==> config.mk <==
export PLATFORM = sky130hd
export DESIGN_NAME = gamepad_serial_packet_port_core
export DESIGN_NICKNAME = d
export VERILOG_FILES = /design/src/sv/gsp_pkg.sv /design/src/sv/gsp_cfg_regs.sv /design/src/sv/gsp_packet_builder.sv /design/src/sv/gsp_engine.sv /design/src/sv/gamepad_serial_packet_port_core.sv
export SDC_FILE = /design/constraint.sdc
export NUM_CORES = 1
export LEC_CHECK = 0
export BUFFER_PORTS_ARGS = -buffer_cell sky130_fd_sc_hd__buf_4
export CORE_UTILIZATION = 40
export DETAILED_ROUTE_END_ITERATION = 6
export SKIP_LAST_GASP = 1
export SLEW_MARGIN = 20
export SYNTH_ARGS = -nofsm -noshare
export SYNTH_HDL_FRONTEND = slang
export SYNTH_SLANG_ARGS = --single-unit
==> constraint.sdc <==
create_clock -name clk -period 9.11 [get_ports clk]
set_input_delay 0.911 -clock clk [delete_from_list [all_inputs] [get_ports clk]]
set_output_delay 0.911 -clock clk [all_outputs]
set_load 0.01 [all_outputs]
==> src/sv/gsp_pkg.sv <==
package gsp_pkg;

    localparam int NUM_PAD_PORTS = 4;
    localparam int OP_W = 2;
    localparam int PADS_W = 3;
    localparam int CTRL_W = 14;
    localparam int WORD_W = 15;
    localparam int SHIFT_W = 64;
    localparam int BITS_W = 6;
    localparam int COUNT_W = 10;
    localparam int TRIG_W = 14;
    localparam int REG_IDX_W = 3;

    localparam logic [OP_W-1:0] OP_TICK = 2'd0;
    localparam logic [OP_W-1:0] OP_WRITE = 2'd1;
    localparam logic [OP_W-1:0] OP_READ = 2'd2;
    localparam logic [OP_W-1:0] OP_TIMEOUT = 2'd3;

    localparam logic [REG_IDX_W-1:0] REG_START_DELAY = 3'd0;
    localparam logic [REG_IDX_W-1:0] REG_HALF_PERIOD = 3'd1;
    localparam logic [REG_IDX_W-1:0] REG_TAIL_DELAY = 3'd2;
    localparam logic [REG_IDX_W-1:0] REG_TRIGGER_SPAN = 3'd3;
    localparam logic [REG_IDX_W-1:0] REG_ID_WINDOW_LOW = 3'd4;
    localparam logic [REG_IDX_W-1:0] REG_ID_WINDOW_HIGH = 3'd5;

    localparam logic [SHIFT_W-1:0] ID_WORD =
        64'h2400 | (64'h1830 << 15) | (64'h19b0 << 30);
    localparam logic [BITS_W-1:0] ID_BITS = 6'd49;
    localparam logic [SHIFT_W-1:0] LEAD_NARROW = 64'h1;
    localparam logic [SHIFT_W-1:0] LEAD_WIDE = 64'h7;
    localparam logic [BITS_W-1:0] BITS_NARROW = 6'd15;
    localparam logic [BITS_W-1:0] BITS_WIDE = 6'd5;

    localparam logic [7:0] PORT_IDLE = 8'hf0;
    localparam logic [7:0] PORT_NO_PAD = 8'hff;
    localparam logic [7:0] PORT_NARROW_HIGH = 8'hc0;

    typedef struct packed {
        logic [7:0] start_delay;
        logic [7:0] half_period;
        logic [9:0] tail_delay;
        logic [TRIG_W-1:0] trigger_span;
        logic [TRIG_W-1:0] id_window_low;
        logic [TRIG_W-1:0] id_window_high;
    } cfg_t;

    typedef logic [NUM_PAD_PORTS-1:0][CTRL_W-1:0] pad_ctrl_t;

    typedef struct packed {
        logic [OP_W-1:0] op;
        logic [PADS_W-1:0] pads;
        pad_ctrl_t controls;
    } item_t;

    typedef struct packed {
        logic [SHIFT_W-1:0] shift_word;
        logic [BITS_W-1:0] bits_left;
    } packet_t;

    typedef struct packed {
        logic [7:0] port_byte;
        logic busy;
    } result_t;

endpackage

==> src/sv/gsp_cfg_regs.sv <==
module gsp_cfg_regs (
    input  logic clk,
    input  logic rst_n,
    input  logic psel,
    input  logic penable,
    input  logic pwrite,
    input  logic [4:0] paddr,
    input  logic [31:0] pwdata,
    output logic [31:0] prdata,
    output logic pready,
    output gsp_pkg::cfg_t cfg
);

    gsp_pkg::cfg_t cfg_reg;
    gsp_pkg::cfg_t cfg_next;
    logic [gsp_pkg::REG_IDX_W-1:0] index;
    logic wr_en;

    assign index = paddr[4:2];
    assign wr_en = psel && penable && pwrite;
    assign pready = 1'b1;
    assign cfg = cfg_reg;

    always_comb
    begin
        cfg_next = cfg_reg;
        if (wr_en)
        begin
            unique case (index)
                gsp_pkg::REG_START_DELAY:    cfg_next.start_delay = pwdata[7:0];
                gsp_pkg::REG_HALF_PERIOD:    cfg_next.half_period = pwdata[7:0];
                gsp_pkg::REG_TAIL_DELAY:     cfg_next.tail_delay = pwdata[9:0];
                gsp_pkg::REG_TRIGGER_SPAN:   cfg_next.trigger_span = pwdata[13:0];
                gsp_pkg::REG_ID_WINDOW_LOW:  cfg_next.id_window_low = pwdata[13:0];
                gsp_pkg::REG_ID_WINDOW_HIGH: cfg_next.id_window_high = pwdata[13:0];
                default:                     cfg_next = cfg_reg;
            endcase
        end
    end

    always_comb
    begin
        unique case (index)
            gsp_pkg::REG_START_DELAY:    prdata = {24'd0, cfg_reg.start_delay};
            gsp_pkg::REG_HALF_PERIOD:    prdata = {24'd0, cfg_reg.half_period};
            gsp_pkg::REG_TAIL_DELAY:     prdata = {22'd0, cfg_reg.tail_delay};
            gsp_pkg::REG_TRIGGER_SPAN:   prdata = {18'd0, cfg_reg.trigger_span};
            gsp_pkg::REG_ID_WINDOW_LOW:  prdata = {18'd0, cfg_reg.id_window_low};
            gsp_pkg::REG_ID_WINDOW_HIGH: prdata = {18'd0, cfg_reg.id_window_high};
            default:                     prdata = 32'd0;
        endcase
    end

    always_ff @(posedge clk or negedge rst_n)
    begin
        if (!rst_n)
        begin
            cfg_reg.start_delay <= 8'd40;
            cfg_reg.half_period <= 8'd5;
            cfg_reg.tail_delay <= 10'd160;
            cfg_reg.trigger_span <= 14'd10000;
            cfg_reg.id_window_low <= 14'd9900;
            cfg_reg.id_window_high <= 14'd9940;
        end
        else
        begin
            cfg_reg <= cfg_next;
        end
    end

endmodule

==> src/sv/gsp_packet_builder.sv <==
module gsp_packet_builder #(
    parameter int MAX_PADS = 4
) (
    input  gsp_pkg::pad_ctrl_t controls,
    input  logic [gsp_pkg::PADS_W-1:0] pads,
    input  logic wide,
    output gsp_pkg::packet_t packet
);

    always_comb
    begin
        logic [gsp_pkg::SHIFT_W-1:0] word;
        packet.shift_word = wide ? gsp_pkg::LEAD_WIDE : gsp_pkg::LEAD_NARROW;
        packet.bits_left = 6'd1;
        for (int js = 0; js < MAX_PADS; js++)
        begin
            word = '0;
            word[gsp_pkg::CTRL_W-1:0] = ~controls[js];
            word[gsp_pkg::WORD_W-1] = ^word[gsp_pkg::CTRL_W-1:0];
            if (pads > js[gsp_pkg::PADS_W-1:0])
            begin
                if (wide)
                begin
                    packet.shift_word = packet.shift_word | (word << (js * 15 + 3));
                    packet.bits_left = packet.bits_left + gsp_pkg::BITS_WIDE;
                end
                else
                begin
                    packet.shift_word = packet.shift_word | (word << (js * 15 + 1));
                    packet.bits_left = packet.bits_left + gsp_pkg::BITS_NARROW;
                end
            end
        end
    end

endmodule

==> src/sv/gsp_engine.sv <==
module gsp_engine (
    input  logic clk,
    input  logic rst_n,
    input  logic step,
    input  logic [gsp_pkg::OP_W-1:0] op,
    input  logic [gsp_pkg::PADS_W-1:0] pads,
    input  gsp_pkg::cfg_t cfg,
    input  gsp_pkg::packet_t data_packet,
    output logic wide_pending,
    output gsp_pkg::result_t result
);

    logic clock_level_reg, clock_level_next;
    logic [gsp_pkg::BITS_W-1:0] bits_left_reg, bits_left_next;
    logic [gsp_pkg::SHIFT_W-1:0] shift_word_reg, shift_word_next;
    logic wide_active_reg, wide_active_next;
    logic next_wide_reg, next_wide_next;
    logic poll_armed_reg, poll_armed_next;
    logic [gsp_pkg::COUNT_W-1:0] countdown_reg, countdown_next;
    logic trig_armed_reg, trig_armed_next;
    logic [gsp_pkg::TRIG_W-1:0] trig_left_reg, trig_left_next;
    logic [gsp_pkg::TRIG_W-1:0] window_left;

    assign wide_pending = next_wide_reg;
    assign window_left = trig_armed_reg ? trig_left_reg : '0;

    always_comb
    begin
        clock_level_next = clock_level_reg;
        bits_left_next = bits_left_reg;
        shift_word_next = shift_word_reg;
        wide_active_next = wide_active_reg;
        next_wide_next = next_wide_reg;
        poll_armed_next = poll_armed_reg;
        countdown_next = countdown_reg;
        trig_armed_next = trig_armed_reg;
        trig_left_next = trig_left_reg;

        unique case (op)
            gsp_pkg::OP_TICK:
            begin
                if (poll_armed_reg)
                begin
                    if (countdown_reg <= 10'd1)
                    begin
                        clock_level_next = !clock_level_reg;
                        if (clock_level_next)
                        begin
                            shift_word_next = wide_active_reg ? (shift_word_reg >> 3)
                                                              : (shift_word_reg >> 1);
                            if (bits_left_reg != '0)
                            begin
                                bits_left_next = bits_left_reg - 6'd1;
                            end
                        end
                        if (bits_left_next == 6'd1 && !clock_level_next)
                        begin
                            countdown_next = cfg.tail_delay;
                        end
                        else if (bits_left_next != '0)
                        begin
                            countdown_next = {2'b00, cfg.half_period};
                        end
                        else
                        begin
                            poll_armed_next = 1'b0;
                            countdown_next = '0;
                        end
                    end
                    else
                    begin
                        countdown_next = countdown_reg - 10'd1;
                    end
                end
                if (trig_armed_reg)
                begin
                    if (trig_left_reg <= 14'd1)
                    begin
                        trig_armed_next = 1'b0;
                        trig_left_next = '0;
                    end
                    else
                    begin
                        trig_left_next = trig_left_reg - 14'd1;
                    end
                end
            end
            gsp_pkg::OP_WRITE:
            begin
                if (pads != '0)
                begin
                    if (bits_left_reg == '0)
                    begin
                        clock_level_next = 1'b1;
                        poll_armed_next = 1'b1;
                        countdown_next = {2'b00, cfg.start_delay};
                        if (window_left > cfg.id_window_low
                            && window_left < cfg.id_window_high)
                        begin
                            wide_active_next = 1'b0;
                            bits_left_next = gsp_pkg::ID_BITS;
                            shift_word_next = gsp_pkg::ID_WORD;
                        end
                        else
                        begin
                            wide_active_next = next_wide_reg;
                            next_wide_next = !next_wide_reg;
                            bits_left_next = data_packet.bits_left;
                            shift_word_next = data_packet.shift_word;
                        end
                    end
                    trig_armed_next = 1'b0;
                    trig_left_next = '0;
                end
            end
            gsp_pkg::OP_TIMEOUT:
            begin
                trig_armed_next = 1'b1;
                trig_left_next = (cfg.trigger_span == '0) ? 14'd1 : cfg.trigger_span;
            end
            default:
            begin
                trig_armed_next = trig_armed_reg;
            end
        endcase
    end

    always_comb
    begin
        logic [7:0] v;
        v = gsp_pkg::PORT_IDLE;
        if (poll_armed_next)
        begin
            v = {3'b000, clock_level_next, 4'h0};
            if (wide_active_next)
            begin
                v[7:5] = shift_word_next[2:0];
            end
            else
            begin
                v = v | gsp_pkg::PORT_NARROW_HIGH;
                v[5] = shift_word_next[0];
                if (bits_left_next > 6'd31 && !bits_left_next[0])
                begin
                    v[7] = 1'b0;
                end
            end
        end
        result.port_byte = (pads == '0) ? gsp_pkg::PORT_NO_PAD : v;
        result.busy = poll_armed_next;
    end

    always_ff @(posedge clk or negedge rst_n)
    begin
        if (!rst_n)
        begin
            clock_level_reg <= 1'b0;
            bits_left_reg <= '0;
            shift_word_reg <= '0;
            wide_active_reg <= 1'b0;
            next_wide_reg <= 1'b0;
            poll_armed_reg <= 1'b0;
            countdown_reg <= '0;
            trig_armed_reg <= 1'b0;
            trig_left_reg <= '0;
        end
        else if (step)
        begin
            clock_level_reg <= clock_level_next;
            bits_left_reg <= bits_left_next;
            shift_word_reg <= shift_word_next;
            wide_active_reg <= wide_active_next;
            next_wide_reg <= next_wide_next;
            poll_armed_reg <= poll_armed_next;
            countdown_reg <= countdown_next;
            trig_armed_reg <= trig_armed_next;
            trig_left_reg <= trig_left_next;
        end
    end

endmodule

==> src/sv/gamepad_serial_packet_port_core.sv <==
// Flow: an accepted beat is registered in the input register, then processed by the engine,
// and its result is registered in the result register and offered from there.
// Throughput: one beat per cycle while the output is not stalled; the input register and the
// result register let a new beat enter while a finished result still waits on a stalled output.
// Reset: asynchronous, active low; engine state and valid flags clear, config registers take defaults.
module gamepad_serial_packet_port_core #(
    parameter int MAX_PADS = 4
) (
    input  logic clk,
    input  logic rst_n,
    input  logic psel,
    input  logic penable,
    input  logic pwrite,
    input  logic [4:0] paddr,
    input  logic [31:0] pwdata,
    output logic [31:0] prdata,
    output logic pready,
    input  logic in_valid,
    output logic in_stall,
    input  logic [1:0] op,
    input  logic [2:0] pads_present,
    input  logic [13:0] pad0_controls,
    input  logic [13:0] pad1_controls,
    input  logic [13:0] pad2_controls,
    input  logic [13:0] pad3_controls,
    output logic out_valid,
    input  logic out_stall,
    output logic [7:0] port_byte,
    output logic transfer_busy
);

    gsp_pkg::cfg_t cfg;
    gsp_pkg::item_t item_reg;
    gsp_pkg::packet_t data_packet;
    gsp_pkg::result_t result;
    logic item_valid_reg, item_valid_next;
    logic out_valid_reg, out_valid_next;
    logic [7:0] port_byte_reg;
    logic busy_reg;
    logic advance;
    logic accept;
    logic wide_pending;
    logic [gsp_pkg::PADS_W-1:0] pads_eff;

    gsp_cfg_regs u_cfg (
        .clk     (clk),
        .rst_n   (rst_n),
        .psel    (psel),
        .penable (penable),
        .pwrite  (pwrite),
        .paddr   (paddr),
        .pwdata  (pwdata),
        .prdata  (prdata),
        .pready  (pready),
        .cfg     (cfg)
    );

    assign advance = item_valid_reg && (!out_valid_reg || !out_stall);
    assign in_stall = item_valid_reg && !advance;
    assign accept = in_valid && !in_stall;
    assign pads_eff = (item_reg.pads > MAX_PADS[gsp_pkg::PADS_W-1:0])
                      ? MAX_PADS[gsp_pkg::PADS_W-1:0] : item_reg.pads;

    gsp_packet_builder #(
        .MAX_PADS (MAX_PADS)
    ) u_builder (
        .controls (item_reg.controls),
        .pads     (pads_eff),
        .wide     (wide_pending),
        .packet   (data_packet)
    );

    gsp_engine u_engine (
        .clk          (clk),
        .rst_n        (rst_n),
        .step         (advance),
        .op           (item_reg.op),
        .pads         (pads_eff),
        .cfg          (cfg),
        .data_packet  (data_packet),
        .wide_pending (wide_pending),
        .result       (result)
    );

    always_comb
    begin
        item_valid_next = item_valid_reg;
        if (accept)
        begin
            item_valid_next = 1'b1;
        end
        else if (advance)
        begin
            item_valid_next = 1'b0;
        end
        out_valid_next = out_valid_reg && out_stall;
        if (advance)
        begin
            out_valid_next = 1'b1;
        end
    end

    always_ff @(posedge clk or negedge rst_n)
    begin
        if (!rst_n)
        begin
            item_valid_reg <= 1'b0;
            out_valid_reg <= 1'b0;
        end
        else
        begin
            item_valid_reg <= item_valid_next;
            out_valid_reg <= out_valid_next;
        end
    end

    always_ff @(posedge clk)
    begin
        if (accept)
        begin
            item_reg.op <= op;
            item_reg.pads <= pads_present;
            item_reg.controls <= {pad3_controls, pad2_controls, pad1_controls, pad0_controls};
        end
        if (advance)
        begin
            port_byte_reg <= result.port_byte;
            busy_reg <= result.busy;
        end
    end

    assign out_valid = out_valid_reg;
    assign port_byte = port_byte_reg;
    assign transfer_busy = busy_reg;

endmodule

**Yosys cells after proc, flatten, opt, wreduce, memory -nomap -nowiden**

Index checks and enable logic that the tools add are counted.

- Register bits after elaboration: 239
- Output and inout bits: 44
- Bits of input ports: 105

- Reduce and logical (&&, ||, !) cells: 45
- Equality and inequality tests: 14
- Bitwise operators: 15
- Mux-type cells: 68
- Magnitude comparators: 10
- $add $sub $neg: 9

Operator list:

| cell | number |
|---|---|
| 70-bit 2-to-1 mux | 8 |
| 64-bit 2-to-1 mux | 6 |
| 64-bit case mux with 2 select lines | 1 |
| 14-bit case mux with 6 select lines | 1 |
| 14-bit 2-to-1 mux | 5 |
| 64-bit by 16-bit OR with 64-bit output | 1 |
| 64-bit by 18-bit OR with 64-bit output | 1 |
| 64-bit by 31-bit OR with 64-bit output | 1 |
| 64-bit by 33-bit OR with 64-bit output | 1 |
| 64-bit by 46-bit OR with 64-bit output | 1 |
| 64-bit by 48-bit OR with 64-bit output | 1 |
| 64-bit by 61-bit OR with 64-bit output | 1 |
| 64-bit by 63-bit OR with 64-bit output | 1 |
| 63-bit 2-to-1 mux | 1 |
| 6-bit 2-to-1 mux | 10 |
| 14-bit inverter | 4 |
| 14-bit parity | 4 |
| 10-bit 2-to-1 mux | 5 |
| 14-bit case mux with 3 select lines | 1 |
| 1-bit 2-to-1 mux | 21 |
| 10-bit case mux with 2 select lines | 1 |
| 6-bit by 3-bit adder with 6-bit output (second input constant) | 3 |
| 6-bit by 4-bit adder with 6-bit output (second input constant) | 3 |
| 14-bit greater-than comparator | 1 |
| other kinds (41) | 78 |

**Depth between registers and ports, before layout**

Gate-level depths: netlist of run 1.

- Word-level depth: 22
- Mapped depth: 19
- Mapped depth without buffers: 18

**By module**

Synthesis of run 1 repeated with hierarchy kept, for this count alone.

- Cells, all modules: 1465
- Area, all modules: 14642.8 sq um

By module, submodules not included:

| module | area each (sq um) | cells each | sequential area each (sq um) | times used |
|---|---|---|---|---|
| gsp_engine | 7154.4 | 869 | 2477.4 | 1 |
| gsp_cfg_regs | 3383.2 | 250 | 1732.9 | 1 |
| gamepad_serial_packet_port_core | 2210.9 | 81 | 2152.1 | 1 |
| gsp_packet_builder | 1894.3 | 265 | 0.0 | 1 |

**Worst setup path before layout of run 1**

Ideal clock, no wire load.

- Path kind: reg2reg
- From: register item_reg[57] (netlist name)
- To: register u_engine.bits_left_reg[4] (netlist name)
- Slack: 5644 ps
- Stages on the path, launching flop included: 20
- Data required time: 9027 ps
- Data arrival time: 3383 ps
- Buffers on the path: 1
- Setup time: 83 ps
- Path through: edfxtp_1 -> buf_2 -> nor2_4 -> nand2_1 -> ha_1 -> nor2_1 -> a21oi_1 -> ha_1 -> nor2b_1 -> o32a_1 -> nor3_1 -> a21oi_1 -> xnor2_1 -> nor2_1 -> ha_1 -> nand3b_1 -> o221ai_1 -> xnor2_1 -> nor2_1 -> o21ai_0

- Word-level cells in the longest chain between the ends: 17
- Elaborated cells on any way between the ends: 24
- Those cells by class: 6 x add/sub; 5 x order compare; 12 x mux; 1 x reduce/logical

Ends and longest elaborated chain:

| element | RTL line | text |
|---|---|---|
| start: declaration | gamepad_serial_packet_port_core.sv:33 | `gsp_pkg::item_t item_reg;` |
| 3-bit greater-than comparator | gamepad_serial_packet_port_core.sv:61 | `assign pads_eff = (item_reg.pads > MAX_PADS[gsp_pkg::PADS_W-1:0])` |
| 3-bit 2-to-1 mux (*) | gamepad_serial_packet_port_core.sv:62 | `? MAX_PADS[gsp_pkg::PADS_W-1:0] : item_reg.pads;` |
| 3-bit by 1-bit greater-than comparator with 1-bit output | gsp_packet_builder.sv:20 | `if (pads > js[gsp_pkg::PADS_W-1:0])` |
| 70-bit 2-to-1 mux | gsp_packet_builder.sv:20 |  |
| 6-bit by 4-bit adder with 6-bit output or 6-bit by 3-bit adder with 6-bit output (tied branches) | gsp_packet_builder.sv:30, gsp_packet_builder.sv:25 |  |
| 70-bit 2-to-1 mux | gsp_packet_builder.sv:22 | `if (wide)` |
| 70-bit 2-to-1 mux | gsp_packet_builder.sv:20 |  |
| 6-bit by 4-bit adder with 6-bit output or 6-bit by 3-bit adder with 6-bit output (tied branches) | gsp_packet_builder.sv:30, gsp_packet_builder.sv:25 |  |
| 70-bit 2-to-1 mux | gsp_packet_builder.sv:22 |  |
| 70-bit 2-to-1 mux | gsp_packet_builder.sv:20 |  |
| 6-bit by 4-bit adder with 6-bit output or 6-bit by 3-bit adder with 6-bit output (tied branches) | gsp_packet_builder.sv:30, gsp_packet_builder.sv:25 |  |
| 70-bit 2-to-1 mux | gsp_packet_builder.sv:22 |  |
| 70-bit 2-to-1 mux | gsp_packet_builder.sv:20 |  |
| 6-bit 2-to-1 mux | gsp_engine.sv:97 | `if (window_left > cfg.id_window_low` |
| 6-bit 2-to-1 mux | gsp_engine.sv:92 | `if (bits_left_reg == '0)` |
| 6-bit 2-to-1 mux (*) | gsp_engine.sv:90 | `if (pads != '0)` |
| 6-bit case mux with 2 select lines (*) | gsp_engine.sv:39 | `unique case (op)` |
| end signal: assignment | gsp_engine.sv:170 | `bits_left_reg <= bits_left_next;` |
| end: declaration | gsp_engine.sv:14 | `logic [gsp_pkg::BITS_W-1:0] bits_left_reg, bits_left_next;` |

Mark *: on every way between the ends. The rest lies on a longest branch, timed or not.
A chain may end at the register's enable or synchronous reset.

**Worst setup path after layout of run 1**

- From: register item_reg[58] (netlist name)
- To: register u_engine.bits_left_reg[4] (netlist name)

Same word-level chain as after synthesis.

==> qor.csv, run 1 <==
stage,metric,value,unit
clock_tree,CTS buffer count,29,
synth,"area leader, netlist",dfrtp_1,
clock_tree,Clock Tree Buf Depth,3,
floorplan,DIE HEIGHT,190,microns
power_and_ir_drop,Sw Share,33.9,%
sta,Final TNS setup,0,ps
clock_tree,postcts setup bufs,0,
synth,Post-synth ARST share,71.5,%
synth,most area-consuming cells after synthesis,"dfrtp_1 (25%), edfxtp_1 (14%), mux2i_1 (7.1%)",
clock_tree,clk_lat worst skew,560,ps
run,MaxCap Viol Count,0,
synth,post-synthesis sequential area ratio,44.3,%
clock_tree,clock slew at reported path FFs,60,ps
clock_tree,CTS tree,yes,
clock_tree,CTS-repair resized insts,0,
clock_tree,Hold Buf Count CTS,0,
synth,Synth top cells by count,"dfrtp_1 (143), nor2_1 (132), o21ai_0 (130)",
synth,Synth top area share,25.4,%
sta,fin crit period,4700,ps
worst_setup_path,worst r2r src,item_reg[58],
sta,Tcrit/Tclk final,51.6,%
layout,layout cells sized above 1,18.8,%
placement,DP Area,15100,sq um
routing,drt total wl,35.8,mm
worst_setup_path,WP data required,9580,ps
synth,Synth Warn #,0,
worst_setup_path,CP arrival,5170,ps
clock_tree,CTS Root Cell,clkbuf_16,
routing,DRC violations left,0,
floorplan,Starting Density,40.8,%
synth,Post-Syn Area per Cell,9.74,sq um
floorplan,io pins,149,
sta,Slew Limit Fails,0,
global_route,initial antenna violation count,0,
sta,Hold WS,340,ps
global_route,first-pass GRT wire length,57.6,mm
clock_tree,clock sink count,235,
worst_setup_path,CP endpoint kind,register,
sta,"Setup violations, final",0,
global_route,grt total ovfl,0,
power_and_ir_drop,P_int,2.41,mW
power_and_ir_drop,Comb power frac,26.8,%
synth,Gate Count Post-Synth,1450,
worst_setup_path,FF-to-FF End,u_engine.bits_left_reg[4],
layout,Fill cells,3318,
power_and_ir_drop,P_sw,1.23,mW
power_and_ir_drop,LEAKAGE,6.30,nW
floorplan,FP Rows,68,
floorplan,Die X,190,microns
worst_setup_path,FF-to-FF path depth,18,
synth,"Distinct cells, synth",84,
routing,DR iter-0 viols,995,
synth,"count leader, synth",dfrtp_1,
global_route,vias in the first global route,10600,
routing,ANT nets after route,0,
floorplan,die area,36000,sq um
placement,dpl hpwl,25.0,mm
sta,Final WS setup,4410,ps
worst_setup_path,Setup Crit Path Kind,register to register,
layout,"Design Area, Final",16000,sq um
routing,WL per Instance,18.0,microns
synth,Synth Register Bits,235,
global_route,gr usage total,19.9,%
routing,vias,11100,
routing,DRT Pass-1 Iters,5,
placement,number of port buffers,109,
outcome,status,"finished, final reports clean",
synth,Mapped Area,14100,sq um
placement,GPL Wtd Cong,0.884,
sta,slew at the pin with the worst max-slew slack,1110,ps
routing,vias per cell,5.60,
power_and_ir_drop,power per cell area,228,nW/um^2
hold_path,Hold WC Path Type,input port to async pin,
sta,worst relative slew slack,25.8,%
power_and_ir_drop,clock network power share,29.6,%
floorplan,core box area,34600,sq um
sta,RSZ-0062 raised after global routing,false,
clock_tree,H-tree Lvls,1,
layout,Area growth syn-to-layout,13.4,%
sta,Worst Skew,10.0,ps
sta,Max Clock Freq,213,MHz
power_and_ir_drop,VDD IR-drop max,0.153,mV
synth,"Top FF cell, synth",dfrtp_1,
global_route,pin count of the biggest net entering global routing,75,
synth,number of synthesized flops with an enable pin,67,
placement,pre-CTS WS,4470,ps
sta,final hold vios,0,
worst_setup_path,CP startpoint kind,register,
layout,ant diodes,0,
worst_setup_path,r2r setup slk,4410,ps
layout,max reg flops,68,
worst_setup_path,worst-path maximum fanout,30,
layout,"Net count, final",1657,
power_and_ir_drop,Reg power frac,43.6,%
==> critical path, cell delays in order, from the launching register on <==
cell and delay, ps:
edfxtp_1 1080, nor2_4 180, nand2_1 440, inv_2 250
ha_1 250, a21oi_1 240, ha_1 310, nor2b_1 140
o32a_1 290, nor3_1 130, a21oi_1 70, xnor2_1 230
nor2_1 70, ha_1 220, nand3b_1 160, o221ai_1 190
xnor2_1 140, nor2_1 50, o21ai_0 180
==> how the worst max path moves through the flow <==
| stage | startpoint | endpoint | slack [ps] | cells past startpoint |
|---|---|---|---|---|
| final | item_reg[58] | u_engine.bits_left_reg[4] | 4410 | 18 |
| after global placement | item_reg[58] | u_engine.bits_left_reg[4] | 4580 | 18 |
| after floorplan | item_reg[57] | u_engine.bits_left_reg[4] | 5640 | 19 |
| after detailed placement | item_reg[58] | u_engine.bits_left_reg[4] | 4470 | 18 |
| after CTS | item_reg[58] | u_engine.bits_left_reg[4] | 4440 | 18 |
| after global routing | item_reg[58] | u_engine.bits_left_reg[4] | 4040 | 18 |
==> area by class of cell <==
cell class	count	area [sq um]	share of cell area (%)
clock buffer	39	815	5.09
sequential	235	6250	39.0
multi-input combinational	1072	7180	44.9
timing repair buffer	123	927	5.79
inverter	50	188	1.17
clock inverter	14	77.6	0.484
tap	455	569	3.56
==> metal layers <==
layer	track usage (%)	vias to the layer above	wire length (microns)
li1	-	5327	-
met1	28.4	5460	17000
met2	30.9	287	16200
met3	2.86	56	1660
met4	6.48	0	945
met5	0	-	0
==> metrics by stage <==
stage               utilization, %  power (mW)  std cells
finish                        46.2        3.64       1988
detailed placement            43.7        2.57       1935
global placement              43.7        2.54       1935
global route                  46.2        3.87       1988
CTS                           46.2        3.67       1988
floorplan                        -        2.27       1467
==> layout by cell type, fill, tap and decap left out, types with 25 or more instances in the layout <==
cell | synthesis | routed
a21oi_1 | 97 | 97
a31oi_1 | 41 | 41
and2_1 | 27 | 25
buf_4 | 26 | 122
clkbuf_16 | 0 | 30
dfrtp_1 | 143 | 141
dfstp_2 | 25 | 25
edfxtp_1 | 67 | 67
ha_1 | 39 | 39
inv_1 | 49 | 49
mux2_2 | 64 | 64
mux2i_1 | 100 | 100
nand2_1 | 110 | 110
nor2_1 | 132 | 132
nor3_1 | 32 | 31
o21ai_0 | 130 | 130
xnor2_1 | 59 | 59
==> power by group through the flow <==
| stage | registers, mW | clock network (mW) | logic [mW] |
|---|---|---|---|
| after global placement | 1.60 | 0 | 0.948 |
| after CTS | 1.59 | 1.11 | 0.975 |
| after global routing | 1.63 | 1.15 | 1.10 |
| after detailed placement | 1.60 | 0 | 0.970 |
| after floorplan | 1.50 | 0 | 0.774 |
| final | 1.59 | 1.08 | 0.975 |
==> logic make-up after synthesis <==
logic type,after synthesis,synth area share [%]
and+or+nand+nor,399,13.7
AOI/OAI and AO/OA,380,16.3
DFF,235,44.3
muxes,165,12.4
buffers and inverters,160,5.35
xor gates and xnor gates,68,4.22
adders and majority gates,41,3.74
other,2,0.0532
Note: power is estimated with default switching activity, not from simulation.
==> run 2, diff against run 1 <==
clock period = 4.5 ns   (was 9.11 ns; I/O delays follow)
==> run 2 against run 1 <==
Via count fell by 1.4%. First-iteration DRC count rose by 4.8%. Utilization is 0.18 points higher. Clock skew rose by 15 ps. Critical path depth unchanged. Wire length grew 0.32%. Hold slack got worse by 270 ps. Largest cell class unchanged. Highest routed layer unchanged.
==> qor.csv, run 2 (same netlist as run 1, synthesis figures left out) <==
stage,metric,value,unit
worst_setup_path,critical path startpoint,item_reg[57],
clock_tree,Clock Tree Buf Depth,3,
sta,Max Clock Freq,261,MHz
power_and_ir_drop,P_sw,2.47,mW
sta,Final TNS setup,0,ps
placement,GPL Wtd Cong,0.884,
routing,DRT Pass-1 Iters,6,
global_route,vias in the first global route,10600,
clock_tree,clk_lat worst skew,560,ps
routing,WL per Instance,18.0,microns
placement,pre-CTS WS,729,ps
clock_tree,clock slew at reported path FFs,60,ps
layout,max reg flops,68,
power_and_ir_drop,Pwr Total,7.41,mW
worst_setup_path,worst-path maximum fanout,10,
sta,Slew Limit Fails,0,
sta,slew at the pin with the worst max-slew slack,1040,ps
floorplan,core box area,34600,sq um
global_route,pin count of the biggest net entering global routing,89,
worst_setup_path,Bufs and invs on worst path,1,
worst_setup_path,CP endpoint kind,register,
layout,Fill cells,3274,
power_and_ir_drop,clock network power share,29.7,%
floorplan,Die X,190,microns
worst_setup_path,WP data required,4980,ps
sta,worst relative slew slack,30.1,%
run,MaxCap Viol Count,0,
power_and_ir_drop,power per cell area,461,nW/um^2
layout,Final Non-Filler Cells,1993,
outcome,status,"finished, final reports clean",
sta,Tcrit/Tclk final,85.2,%
layout,most frequent cells in the layout,"dfrtp_1 (141), nor2_1 (132), o21ai_0 (130)",
layout,Area growth syn-to-layout,13.9,%
placement,dpl hpwl,25.3,mm
floorplan,FP Rows,68,
layout,"Design Area, Final",16100,sq um
floorplan,Starting Density,40.8,%
worst_setup_path,worst r2r src,item_reg[57],
routing,ANT nets after route,0,
routing,DR iter-0 viols,1043,
sta,RSZ-0062 raised after global routing,false,
sta,Hold WS,68.7,ps
worst_setup_path,crit path cell chain,nor2_4 > nand2_1 > inv_2 > ha_1 > a21oi_1 > ha_1 > nor2b_1 > o32a_1 > nor3_1 > a21oi_1 > xnor2_1 > nor2_1 > ha_1 > nand3b_1 > o221ai_1 > xnor2_1 > nor2_1 > o21ai_0,
routing,DRC violations left,0,
power_and_ir_drop,Sw Share,33.3,%
sta,"Setup violations, final",0,
worst_setup_path,cell mode on critical path,ha_1,
power_and_ir_drop,P_int,4.94,mW
power_and_ir_drop,Comb power frac,26.9,%
worst_setup_path,Top Family by Delay on Critical Path,simple AND/OR/NAND/NOR gates,
placement,DP Cell Count,1942,
clock_tree,CTS Root Cell,clkbuf_16,
sta,Worst Skew,25.3,ps
sta,final hold vios,0,
layout,"most common cell after layout, fill and taps aside",dfrtp_1,
routing,drt total wl,35.9,mm
floorplan,io pins,149,
worst_setup_path,CP arrival,4310,ps
hold_path,Hold WC Path Type,input port to register,
global_route,first-pass GRT wire length,58.3,mm
global_route,grt total ovfl,0,
worst_setup_path,Setup Crit Path Kind,register to register,
floorplan,die area,36000,sq um
placement,number of port buffers,109,
floorplan,DIE HEIGHT,190,microns
hold_path,Hold Startpoint,pad0_controls[10],
clock_tree,H-tree Lvls,1,
layout,fin util,46.4,%
placement,DP Area,15200,sq um
worst_setup_path,CP startpoint kind,register,
clock_tree,CTS buffer count,27,
routing,vias,11000,
layout,"Net count, final",1663,
routing,vias per cell,5.51,
worst_setup_path,Worst path slowest cell,edfxtp_1,
sta,Final WS setup,665,ps
sta,fin crit period,3840,ps
power_and_ir_drop,VDD IR-drop max,0.299,mV
clock_tree,CTS tree,yes,
power_and_ir_drop,LEAKAGE,6.33,nW
global_route,gr usage total,20.2,%
power_and_ir_drop,Reg power frac,43.4,%
clock_tree,clock sink count,235,
layout,ant diodes,0,
worst_setup_path,critical path's largest stage delay,530,ps
global_route,initial antenna violation count,0,
layout,layout cells sized above 1,18.7,%
-- run 2: cell types whose count changed in the layout (fill, tap and decap cells not counted), sizes merged --
| cell | delta |
|---|---|
| buf | +7 |
| bufinv | +4 |
| clkbuf | -8 |
| clkinv | +2 |
| clkinvlp | -1 |
| dlygate4sd3 | +1 |
-- run 2: worst paths after layout --
check,end,slack [ps],cells after the start
worst max-delay path,u_engine.bits_left_reg[4],660,18
worst min-delay path,item_reg[10],70,1
worst max register to register,u_engine.bits_left_reg[4],660,18
worst min register to register,u_engine.shift_word_reg[0],490,2
max in group asynchronous,u_engine.wide_pending,2970,3
min in group asynchronous,u_cfg.cfg[22],530,2
-- run 2: layer usage --
layer	GRT usage, %	up-vias	wire length (microns)
li1	-	5339	-
met1	29.1	5248	16900
met2	31.1	329	16100
met3	2.75	62	1930
met4	6.39	0	972
met5	0	-	0
-- run 2: area by class of cell --
class	instances	area [sq um]	share of cell area (%)
Multi-Input combinational cell	1072	7180	44.7
Sequential cell	235	6250	38.9
Timing Repair Buffer	131	1000	6.23
Clock buffer	31	691	4.30
Tap cell	455	569	3.54
Clock inverter	19	188	1.17
Inverter	50	188	1.17
-- run 2: worst reg2reg max path: cells and delay by family, from the launching register on --
family	cells	cell delay (ps)
adder cells (fa/ha/maj)	3	760
XOR/XNOR	2	400
AND/OR/NAND/NOR	7	1060
buffers and inverters	1	250
AO/OA/AOI/OAI	5	750
flip-flops	1	530
-- run 2: what timing repair did --
action | 4_1_cts | 5_1_grt
hold buffers | 1 | 0
resized for setup | 0 | 0
hold endpoints to repair | 60 | 0
buffers inserted | 0 | 0
-- run 2: power groups by stage --
stage | combinational (mW) | clock, mW | sequential [mW]
2_1_floorplan | 1.57 | 0 | 3.04
3_3_place_gp | 1.93 | 0 | 3.23
3_5_place_dp | 1.98 | 0 | 3.25
4_1_cts | 1.99 | 2.27 | 3.21
5_1_grt | 2.24 | 2.36 | 3.29
6_report | 1.99 | 2.20 | 3.22
==> run 3, diff against run 2 <==
CORE_UTILIZATION = 60   (was 40)
PLACE_DENSITY = 0.81   (was default)
==> run 3 against run 2 <==
Largest power group unchanged. The flow now finishes with violations (negative hold slack). Clock power increased by 2%. Combinational power about the same. Critical endpoint unchanged. Wire length decreased by 1.2%. Die area decreased by 33%. Global-route usage increased by 9.7 points. Cell count decreased by 7.4%. Clock skew decreased by 7.4 ps.
==> qor.csv, run 3 (same netlist as run 1, synthesis figures left out) <==
stage,metric,value,unit
outcome,status,finished with violations,
outcome,failing checks,negative hold slack,
clock_tree,postcts setup bufs,0,
power_and_ir_drop,VDD IR-drop max,0.324,mV
worst_setup_path,critical path's largest stage delay,550,ps
routing,WL per Instance,19.2,microns
placement,pre-CTS WS,512,ps
sta,Worst Skew,17.9,ps
power_and_ir_drop,LEAKAGE,6.33,nW
sta,Hold WS,-25.4,ps
clock_tree,clk_lat worst skew,540,ps
clock_tree,Clock Tree Buf Depth,3,
sta,Final TNS setup,0,ps
worst_setup_path,CP startpoint kind,register,
run,MaxCap Viol Count,0,
power_and_ir_drop,Comb power frac,27.0,%
layout,ant diodes,0,
global_route,pin count of the biggest net entering global routing,86,
clock_tree,Hold Buf Count CTS,0,
hold_path,Hold WC Path Type,input port to async pin,
global_route,first-pass GRT wire length,57.6,mm
worst_setup_path,CP arrival,4500,ps
floorplan,Die X,155,microns
sta,Final WS setup,459,ps
power_and_ir_drop,power per cell area,471,nW/um^2
worst_setup_path,worst r2r src,item_reg[57],
layout,Area growth syn-to-layout,12.6,%
floorplan,Starting Density,61.8,%
routing,vias,11400,
routing,vias per cell,6.15,
layout,"most common cell after layout, fill and taps aside",dfrtp_1,
layout,layout cells sized above 1,19.0,%
floorplan,core box area,22800,sq um
layout,Fill cells,1756,
global_route,Most Crowded Layer GR,met2,
routing,ANT nets after route,0,
worst_setup_path,critical path startpoint,item_reg[57],
sta,Max Clock Freq,247,MHz
sta,slew at the pin with the worst max-slew slack,1070,ps
sta,worst relative slew slack,28.6,%
sta,final hold vios,8,
worst_setup_path,Worst path slowest cell,edfxtp_1,
power_and_ir_drop,Reg power frac,43.1,%
clock_tree,CTS Root Cell,clkbuf_16,
placement,GPL Wtd Cong,0.919,
clock_tree,H-tree Lvls,1,
floorplan,DIE HEIGHT,155,microns
floorplan,FP Rows,55,
routing,drt total wl,35.5,mm
layout,Multi-input gate area,7190,sq um
layout,FF+latch area,6250,sq um
worst_setup_path,Bufs and invs on worst path,2,
clock_tree,CTS tree,yes,
worst_setup_path,Top Family by Delay on Critical Path,simple AND/OR/NAND/NOR gates,
worst_setup_path,Setup Crit Path Kind,register to register,
routing,DR iter-0 viols,1237,
global_route,gr usage total,29.9,%
floorplan,io pins,149,
worst_setup_path,CP endpoint kind,register,
global_route,grt met3 use,4.82,%
power_and_ir_drop,Sw Share,33.2,%
worst_setup_path,crit path cell chain,nor2_4 > nand2_1 > buf_4 > inv_2 > ha_1 > a21oi_1 > ha_1 > nor2b_1 > o32a_1 > nor3_1 > a21oi_1 > xnor2_1 > nor2_1 > ha_1 > nand3b_1 > o221ai_1 > xnor2_1 > nor2_1 > o21ai_0,
placement,dpl hpwl,24.8,mm
global_route,grt total ovfl,0,
clock_tree,CTS buffer count,26,
global_route,vias in the first global route,11100,
power_and_ir_drop,clock network power share,29.9,%
global_route,met1 Track Usage GR,40.5,%
global_route,initial antenna violation count,0,
worst_setup_path,WP data required,4960,ps
routing,DRC violations left,0,
sta,Slew Limit Fails,0,
clock_tree,CTS-repair resized insts,0,
power_and_ir_drop,P_int,5.00,mW
global_route,routing usage on met2,49.3,%
layout,"Net count, final",1659,
layout,max reg flops,68,
layout,most frequent cells in the layout,"dfrtp_1 (141), nor2_1 (132), o21ai_0 (130)",
sta,Tcrit/Tclk final,89.8,%
placement,number of port buffers,109,
routing,DRT Pass-1 Iters,5,
worst_setup_path,worst-path maximum fanout,10,
floorplan,die area,24100,sq um
power_and_ir_drop,P_sw,2.49,mW
worst_setup_path,cell mode on critical path,ha_1,
sta,fin crit period,4040,ps
sta,RSZ-0062 raised after global routing,false,
clock_tree,clock sink count,235,
clock_tree,clock slew at reported path FFs,60,ps
sta,"Setup violations, final",0,
## run 3: cell types whose count changed in the layout (fill, tap and decap cells not counted)
cell,before,now
dfrtp_2,1,2
buf_4,128,127
nor3_4,1,2
clkinv_1,9,1
inv_6,1,0
clkinv_2,5,8
clkbuf_1,4,3
nor3_2,3,2
clkbuf_8,0,4
dfrtp_4,1,0
buf_12,1,0
dlygate4sd3_1,1,0
## run 3: path summary, 6_finish.rpt
path	end	slack, ps	depth (start not counted)
worst max-delay path	u_engine.bits_left_reg[4]	460	19
worst min-delay path	u_cfg.cfg[5]	-30	1
worst max register to register	u_engine.bits_left_reg[4]	460	19
worst min register to register	u_engine.shift_word_reg[0]	490	2
max in group asynchronous	u_engine.wide_active_reg	3410	2
min in group clk	item_reg[20]	100	1
## run 3: area by class of cell
type                       instances  area share (%)
timing repair buffer             128            6.07
clock inverter                    13            1.03
inverter                          50            1.18
tap                              313            2.46
multi-input combinational       1072            45.3
sequential                       235            39.3
clock buffer                      34            4.67
## run 3: stage by stage
| step | utilization (%) | hold slack (ps) | cell area, sq um | cells | power [mW] |
|---|---|---|---|---|---|
| after global routing | 69.6 | 52.9 | 15900 | 1845 | 7.89 |
| final | 69.6 | -25.4 | 15900 | 1845 | 7.49 |
| after detailed placement | 65.6 | 473 | 15000 | 1798 | 5.22 |
| after CTS | 69.5 | 12.6 | 15900 | 1845 | 7.47 |
| after global placement | 65.6 | 464 | 15000 | 1798 | 5.12 |
| after floorplan | - | 154 | 14200 | 1467 | 4.60 |
## run 3: power by group through the flow
| stage | sequential (mW) | clock (mW) | combinational [mW] |
|---|---|---|---|
| 6_report | 3.23 | 2.24 | 2.02 |
| 5_1_grt | 3.29 | 2.34 | 2.26 |
| 4_1_cts | 3.21 | 2.26 | 2.00 |
| 3_5_place_dp | 3.24 | 0 | 1.97 |
| 3_3_place_gp | 3.22 | 0 | 1.90 |
| 2_1_floorplan | 3.04 | 0 | 1.57 |
## run 3: worst register-to-register path: cells and delay by family (launching register included)
family | cells | cell delay (ps)
adders and majority gates | 3 | 760
DFF | 1 | 550
buffers and inverters | 2 | 430
xor gates and xnor gates | 2 | 370
and+or+nand+nor | 7 | 1060
AOI/OAI and AO/OA | 5 | 800
## run 3: layer usage
metal  vias to the layer above  wire length (microns)
li1                       5330                      -
met1                      5482                  15300
met2                       466                  16800
met3                        74                   2330
met4                         0                   1000
met5                         -                      0
